$ cat src/hdl/ole_pkg.sv
package ole_pkg;

	localparam int CAPACITY_DEF = 64;

	localparam int ACTION_W = 3;
	localparam int VALUE_W  = 32;
	localparam int POS_W    = 16;
	localparam int STATUS_W = 3;
	localparam int LENGTH_W = 7;

	// tdata widths padded to whole bytes; tuser is the bare action width
	localparam int IN_TDATA_W  = 48;
	localparam int IN_TUSER_W  = ACTION_W;
	localparam int OUT_TDATA_W = 48;

	localparam logic [ACTION_W-1:0] ACT_INS_FRONT = 3'd0;
	localparam logic [ACTION_W-1:0] ACT_INS_BACK  = 3'd1;
	localparam logic [ACTION_W-1:0] ACT_INS_POS   = 3'd2;
	localparam logic [ACTION_W-1:0] ACT_DEL_FRONT = 3'd3;
	localparam logic [ACTION_W-1:0] ACT_DEL_BACK  = 3'd4;
	localparam logic [ACTION_W-1:0] ACT_DEL_VALUE = 3'd5;

	localparam logic [STATUS_W-1:0] ST_OK       = 3'd0;
	localparam logic [STATUS_W-1:0] ST_EMPTY    = 3'd1;
	localparam logic [STATUS_W-1:0] ST_FULL     = 3'd2;
	localparam logic [STATUS_W-1:0] ST_BADPOS   = 3'd3;
	localparam logic [STATUS_W-1:0] ST_NOTFOUND = 3'd4;

	typedef enum logic [1:0] {
		S_IDLE,
		S_EVAL,
		S_EXEC
	} state_t;

	// which slot an insert or delete works on
	typedef enum logic [1:0] {
		SEL_FRONT,
		SEL_BACK,
		SEL_POS,
		SEL_MATCH
	} sel_t;

	typedef struct packed {
		logic                load;
		logic                eval;
		logic                fire;
		logic                do_ins;
		logic                do_del;
		sel_t                sel;
		logic [STATUS_W-1:0] status;
	} cmd_t;

	typedef struct packed {
		logic [ACTION_W-1:0] action;
		logic                empty;
		logic                full;
		logic                pos_zero;
		logic                pos_one;
		logic                pos_over;
		logic                found;
	} flags_t;

endpackage

$ cat src/hdl/ole_ctrl.sv
module ole_ctrl (
	input  logic            clk,
	input  logic            arst_n,
	input  logic            s_tvalid,
	output logic            s_tready,
	output logic            m_tvalid,
	input  logic            m_tready,
	input  ole_pkg::flags_t flags,
	output ole_pkg::cmd_t   cmd
);

	ole_pkg::state_t state_q, state_d;
	logic            out_valid_q;
	logic            slot_free;

	assign slot_free = !out_valid_q || m_tready;
	assign m_tvalid  = out_valid_q;

	always_ff @(posedge clk or negedge arst_n) begin
		if (!arst_n) begin
			state_q     <= ole_pkg::S_IDLE;
			out_valid_q <= 1'b0;
		end else begin
			state_q <= state_d;
			if (cmd.fire) begin
				out_valid_q <= 1'b1;
			end else if (m_tready) begin
				out_valid_q <= 1'b0;
			end
		end
	end

	always_comb begin
		state_d = state_q;
		unique case (state_q)
			ole_pkg::S_IDLE: begin
				if (s_tvalid) state_d = ole_pkg::S_EVAL;
			end
			ole_pkg::S_EVAL: begin
				state_d = ole_pkg::S_EXEC;
			end
			ole_pkg::S_EXEC: begin
				if (slot_free) state_d = ole_pkg::S_IDLE;
			end
			default: state_d = ole_pkg::S_IDLE;
		endcase
	end

	always_comb begin
		s_tready   = (state_q == ole_pkg::S_IDLE);
		cmd        = '0;
		cmd.sel    = ole_pkg::SEL_FRONT;
		cmd.status = ole_pkg::ST_OK;
		cmd.load   = (state_q == ole_pkg::S_IDLE) && s_tvalid;
		cmd.eval   = (state_q == ole_pkg::S_EVAL);
		if (state_q == ole_pkg::S_EXEC && slot_free) begin
			cmd.fire = 1'b1;
			unique case (flags.action)
				ole_pkg::ACT_INS_FRONT, ole_pkg::ACT_INS_BACK: begin
					cmd.sel = (flags.action == ole_pkg::ACT_INS_FRONT) ?
						ole_pkg::SEL_FRONT : ole_pkg::SEL_BACK;
					if (flags.full) cmd.status = ole_pkg::ST_FULL;
					else            cmd.do_ins = 1'b1;
				end
				ole_pkg::ACT_INS_POS: begin
					// position one behaves as insert front, even on an empty list
					priority if (flags.pos_zero) begin
						cmd.status = ole_pkg::ST_BADPOS;
					end else if (flags.pos_one) begin
						cmd.sel = ole_pkg::SEL_FRONT;
						if (flags.full) cmd.status = ole_pkg::ST_FULL;
						else            cmd.do_ins = 1'b1;
					end else if (flags.empty) begin
						cmd.status = ole_pkg::ST_EMPTY;
					end else if (flags.full) begin
						cmd.status = ole_pkg::ST_FULL;
					end else if (flags.pos_over) begin
						cmd.status = ole_pkg::ST_BADPOS;
					end else begin
						cmd.sel    = ole_pkg::SEL_POS;
						cmd.do_ins = 1'b1;
					end
				end
				ole_pkg::ACT_DEL_FRONT, ole_pkg::ACT_DEL_BACK: begin
					cmd.sel = (flags.action == ole_pkg::ACT_DEL_FRONT) ?
						ole_pkg::SEL_FRONT : ole_pkg::SEL_BACK;
					if (flags.empty) cmd.status = ole_pkg::ST_EMPTY;
					else             cmd.do_del = 1'b1;
				end
				ole_pkg::ACT_DEL_VALUE: begin
					cmd.sel = ole_pkg::SEL_MATCH;
					priority if (flags.empty) cmd.status = ole_pkg::ST_EMPTY;
					else if (!flags.found)    cmd.status = ole_pkg::ST_NOTFOUND;
					else                      cmd.do_del = 1'b1;
				end
				default: begin
					// unused action codes: no-op, status ok
				end
			endcase
		end
	end

endmodule

$ cat config.mk
export PLATFORM = sky130hd
export DESIGN_NAME = ole_ctrl
export DESIGN_NICKNAME = d
export VERILOG_FILES = /design/src/hdl/ole_pkg.sv /design/src/hdl/ole_ctrl.sv
export SDC_FILE = /design/constraint.sdc
export NUM_CORES = 1
export LEC_CHECK = 0
export BUFFER_PORTS_ARGS = -buffer_cell sky130_fd_sc_hd__buf_4
export CORE_AREA = 2 2 39 41
export DETAILED_ROUTE_END_ITERATION = 12
export DIE_AREA = 0 0 41 43
export GPL_TIMING_DRIVEN = 0
export PLACE_DENSITY_LB_ADDON = 0.12
export SLEW_MARGIN = 20
export SYNTH_ARGS = -nofsm -noshare
export SYNTH_HDL_FRONTEND = slang
export SYNTH_SLANG_ARGS = --single-unit
export TNS_END_PERCENT = 100
$ cat constraint.sdc
create_clock -name clk -period 3.4 [get_ports clk]
set_clock_uncertainty 0.15 [all_clocks]
set_input_delay 0 -clock clk [delete_from_list [all_inputs] [get_ports clk]]
set_output_delay 0 -clock clk [all_outputs]
set_load 0.05 [all_outputs]
==> flow_metrics.tcl, run 1 <==
set metrics [dict create \
    status "finished, final reports clean" \
    cts_root_buffer "clkbuf_4" \
    synth_nets 54 \
    synth_flop_cell "dfrtp_1" \
    postCtsHoldBufs 4 \
    yosys.area.top_type_share 0.232 \
    worstSetupEndpointType "output port" \
    multi_input_comb_area_sq_um 230 \
    die_area_sq_um 1760 \
    vias_per_cell 4.43 \
    powerDensity_nw_per_um2 532 \
    die_x_um 41 \
    regArea_sq_um 75.1 \
    drt_iter0_markers 6 \
    max_slew.worst_pin.slew_ns 0.294 \
    grt_max_degree 9 \
    nets 87 \
    path_max_fanout 8 \
    min_period_ns 1.71 \
    grt_usage 0.122 \
    finalSetupTns_ns 0 \
    port_buffers 24 \
    p_leak_nw 0.290 \
    post_cts_buffers 0 \
    cts_max_level 1 \
    synth_seq_cells 3 \
    synth_top_area_cell "dfrtp_1" \
    hp-class "input pin to output port" \
    critical_path_arrival_ns 1.56 \
    final-max-slew-violation-count 0 \
    areaGrowthSynthToFinish_pct 82.2 \
    synth_cell_type_count 23 \
    grt_pass1_wl_um 1460 \
    avgSynthCellArea_sq_um 7.90 \
    maxSlewHeadroom 0.801 \
    synthesis.area_sq_um 324 \
    timing.final.crit_share 0.504 \
    cp.required_ns 3.25 \
    seq_area_frac_synth 0.232 \
    fillers 156 \
    clk_path_buf_depth 2 \
    wl_per_cell_um 10.0 \
    num_vias 394 \
    synth_fa_ha_area_frac 0 \
    synth-simple-area-share 0.467 \
    synth_mux_area_frac 0 \
    cts_buffers 3 \
    rows 14 \
    first_pass_iters 2 \
    wl_um 892 \
    ant_nets 0 \
    yosys-top-cells-area "dfrtp_1 23%, and2b_2 8.1%, a21oi_1 6.2%" \
    dp.final_hpwl_um 696 \
    critPathLaunchType "flip-flop" \
    clk_latency_ns 0.23 \
    cts.reportedPaths.clkPinSlew_ns 0.04 \
    netlist_instances 41 \
    worstSetupPathType "flip-flop to output port" \
    ys.warnings.count 0 \
    io_pins 25 \
    maxCapViolCount 0 \
    num_antenna_cells 0 \
    ir_worst_vdd_mv 0.352 \
    fmax_ghz 0.584 \
    synth_edf_count 0 \
    grt_pass1_vias 365 \
    antenna_found_initial 0 \
    fin_util 0.427 \
    die_h_um 43 \
    rsz0062_at_grt "false" \
    setup_viol_count_final 0 \
    grt_overflow_total 0 \
    cts_resized 0 \
    synth_top_family_by_area "simple AND/OR/NAND/NOR gates" \
    place.gp.congestion 0.689 \
    drive_gt1_frac 0.452 \
    hold_violations 0 \
    initial_core_util 0.234 \
    cts_tree "done" \
    synth_compound_area_frac 0.243 \
    clock-sinks 3 \
    ff2ff_path_depth 2 \
    core_region_area_sq_um 1380 \
    async_reset_ff_frac 1.00 \
    post-route-drc-count 0 \
    hold_depth 3 \
    synthXorXnorAreaFrac 0 \
]
## worst max-delay path: stages, from the launching register on
cell and delay, ns:
dfrtp_1 0.37, nand2b_1 0.17, nand2b_4 0.15, buf_6 0.13, nor4_1 0.26, buf_4 0.25
## cells in the final DEF (no fill, tap or decap), drive strengths merged
cell type,instances
nor3,2
nor2b,2
a211oi,1
o21bai,2
dfrtp,3
and2b,3
nand2,2
nor2,2
nand3,1
inv,2
and3b,1
nor3b,1
o311ai,1
and2,2
nand2b,4
o21ai,2
nor4,2
buf,25
dlygate4sd3,4
a211o,1
clkbuf,4
or3b,1
a21oi,5
## stage by stage
step / cell area [sq um] / hold slack [ns] / power (mW) / worst slack [ns] / instances
global placement: 524 / -0.358 / 0.251 / 1.94 / 81
CTS: 591 / 0.190 / 0.319 / 1.68 / 89
detailed placement: 524 / -0.358 / 0.250 / 1.94 / 81
global route: 591 / 0.208 / 0.331 / 1.62 / 89
floorplan: 324 / -0.446 / 0.190 / 0.758 / 41
finish: 591 / 0.191 / 0.314 / 1.69 / 89
## power by group
group          total (mW)  internal, mW  leakage (nW)  switching [mW]
combinational       0.198        0.0700         0.236           0.128
sequential         0.0542        0.0472        0.0384         0.00700
clock              0.0621        0.0440        0.0150          0.0182
total               0.314         0.161         0.290           0.153
## final timing paths
path | endpoint | slack (ns) | startpoint
min reg2reg | m_tvalid | 0.41 | state_q[1]
min | cmd[2] | 0.19 | flags[5]
max reg2reg | state_q[1] | 2.47 | state_q[0]
max | cmd[2] | 1.69 | state_q[0]
max in group asynchronous | state_q[1] | 2.43 | arst_n
min in group asynchronous | m_tvalid | 0.51 | arst_n
## kinds of logic after synthesis
logic type             after synthesis
AND/OR/NAND/NOR                     23
buffers and inverters                3
flip-flops                           3
AO/OA/AOI/OAI                       12
## Yosys cell counts (2+ instances only)
cell type / count
a21oi_1: 4
and2b_2: 3
dfrtp_1: 3
nand2b_1: 3
and2_1: 2
inv_1: 2
nand2_1: 2
nor2_1: 2
nor2b_1: 2
nor3_1: 2
nor4_1: 2
o21ai_0: 2
o21bai_1: 2
## layer usage
metal,share of wire,global-route usage,up-vias
met5,0,0,-
met4,0,0.0600,0
met3,0.076,0.0314,0
met2,0.47,0.178,14
met1,0.46,0.158,169
li1,-,-,211
## area by class of cell
type | count | area share
timing repair buffer | 28 | 0.373
buffer | 1 | 0.0191
inverter | 2 | 0.0127
clock buffer | 4 | 0.0445
sequential | 3 | 0.127
tap | 16 | 0.0339
multi-input combinational | 35 | 0.390
## state kept, by name, summed over array words and instances (netlist names)
name / count
m_tvalid: 1
state_q: 2
No activity file was read; power rests on OpenSTA's default activity.
==> run 2: changes to the inputs <==
clock period = 1.4 ns   (was 3.4 ns; I/O delays follow)
==> run 2 against run 1 <==
Compared with the run above: the flow now finishes with violations (negative setup slack); register-to-register slack lost 2.2 ns; utilization grew 8.4 points; total power grew to 2.8 times the previous value; global-route usage increased by 0.50 points; hold slack worse by 0.045 ns; highest routed layer unchanged.
==> flow_metrics.tcl, run 2 (same netlist as run 1, synthesis figures left out) <==
set metrics [dict create \
    status "complete, but fails checks" \
    failed_checks "negative setup slack" \
    drt_iter0_markers 2 \
    first_pass_iters 2 \
    die_area_sq_um 1760 \
    final-max-slew-violation-count 0 \
    antenna_found_initial 0 \
    met2_length_um 475 \
    final_common_cell "buf_4" \
    path_max_fanout 8 \
    cp_top_family "simple AND/OR/NAND/NOR gates" \
    grt_pass1_wl_um 1550 \
    wl_met1_um 401 \
    p_leak_nw 0.325 \
    hp-class "input pin to flip-flop" \
    finalPower_uw 870 \
    num_antenna_cells 0 \
    largest_reg_flops 2 \
    wl_per_cell_um 10.5 \
    clk_latency_ns 0.23 \
    vias_per_cell 4.59 \
    grt_overflow_total 0 \
    maxCapViolCount 0 \
    critical_path_arrival_ns 1.37 \
    pwr-share-comb 0.659 \
    worst_slack_ns -0.118 \
    top_register "state_q" \
    cpMaxStageDelayCell "dfrtp_1" \
    hold_violations 0 \
    top_layer "met3" \
    port_buffers 24 \
    p_sw_uw 424 \
    fillers 140 \
    layout_common_cells "18 x buf_4, 8 x buf_6" \
    seq_power_share 0.172 \
    wl_um 948 \
    place.gp.congestion 0.773 \
    io_pins 25 \
    rows 14 \
    maxSlewHeadroom 0.673 \
    die_h_um 43 \
    worstSetupPathType "flip-flop to output port" \
    cts_root_buffer "clkbuf_4" \
    die_x_um 41 \
    crit_buf_inv 1 \
    rsz0062_at_grt "true" \
    post-route-drc-count 0 \
    cts_buffers 3 \
    grt_usage 0.127 \
    setup_viol_count_final 7 \
    clk_path_buf_depth 2 \
    drive_gt1_frac 0.622 \
    pwr-share-clk 0.168 \
    initial_core_util 0.234 \
    fmax_ghz 0.659 \
    switching_share 0.488 \
    internal_power_uw 445 \
    dpl_worst_slack_ns -0.0933 \
    clock-sinks 3 \
    ant_nets 0 \
    timing.final.crit_share 1.08 \
    worstSetupEndpointType "output port" \
    powerDensity_nw_per_um2 1230 \
    multi_input_comb_area_sq_um 309 \
    cts_max_level 1 \
    critPathLaunchType "flip-flop" \
    min_period_ns 1.52 \
    num_vias 413 \
    regArea_sq_um 76.3 \
    core_region_area_sq_um 1380 \
    nets 88 \
    cts.reportedPaths.clkPinSlew_ns 0.04 \
    max_slew.worst_pin.slew_ns 0.485 \
    route.met3.wl_um 71 \
    fin_util 0.511 \
    cp.required_ns 1.25 \
    grt_max_degree 9 \
    cp_common_cell "nand2b_4" \
    crit_path_cell_trace "nand2b_4, nand2b_4, nor3_4, buf_6" \
    grt_pass1_vias 379 \
    dp.final_hpwl_um 704 \
    cts_tree "done" \
    ir_worst_vdd_mv 1.02 \
    critPathMaxStageDelay_ns 0.39 \
    areaGrowthSynthToFinish_pct 118 \
]
==> run 2: changes by cell type in the layout (fill, tap and decap cells not counted), moves of 2 or more <==
cell	change
a21oi_1	-2
nand2b_4	+2
nand2b_1	-2
nor3_1	-2
a21oi_2	+2
buf_4	-6
buf_6	+7
nor3_4	+2
==> run 2: power by group through the flow <==
stage / Sequential, mW / Combinational (mW) / Clock, mW
6_report: 0.150 / 0.574 / 0.146
5_1_grt: 0.155 / 0.603 / 0.160
4_1_cts: 0.149 / 0.560 / 0.154
3_5_place_dp: 0.145 / 0.525 / 0
3_3_place_gp: 0.144 / 0.527 / 0
2_1_floorplan: 0.186 / 0.336 / 0
==> run 2: repair_timing <==
item                                    4_1_cts  5_1_grt
pin swaps                                     3        1
cloned                                        0        0
resized for setup                             9        1
hold buffers                                  4        0
endpoints found under the hold margin         6        0
setup buffers                                 1        1
endpoints found under the setup margin        8       10
==> run 2: path summary, 6_finish.rpt <==
kind,from,endpoint,slack (ns),cells after the start
setup / recovery,state_q[0],cmd[3],-0.12,4
hold / removal,m_tready,m_tvalid,0.15,4
setup reg to reg,state_q[0],state_q[1],0.28,4
hold reg to reg,state_q[0],state_q[0],0.47,2
max in group asynchronous,arst_n,m_tvalid,0.41,3
min in group asynchronous,arst_n,state_q[0],0.53,3
==> run 2: per-stage QoR <==
| step | TNS (ns) | hold WS, ns | area (sq um) | cells |
|---|---|---|---|---|
| 2_1_floorplan | -0.523 | -0.446 | 397 | 41 |
| 3_3_place_gp | -0.0894 | -0.360 | 597 | 81 |
| 3_5_place_dp | -0.0933 | -0.359 | 597 | 81 |
| 4_1_cts | -0.596 | 0.181 | 697 | 89 |
| 5_1_grt | -1.06 | 0.173 | 707 | 90 |
| 6_report | -0.563 | 0.146 | 707 | 90 |
==> run 2: worst register-to-register path, delay by kind of cell, from the launching register on <==
family	cells	cell delay, ns
and+or+nand+nor	1	0.15
buffers and inverters	2	0.24
DFF	1	0.39
AOI/OAI and AO/OA	1	0.10
==> run 2: routing by layer <==
metal  track usage  up-vias
met5             0        -
met1         0.161      186
met3        0.0314        0
met2         0.191       14
met4        0.0600        0
li1              -      213
==> run 2: layout make-up <==
class                      instances  area share
inverter                           2      0.0106
clock buffer                       4      0.0372
timing repair buffer              30       0.379
multi-input combinational         35       0.437
tap                               16      0.0283
sequential                         3       0.108
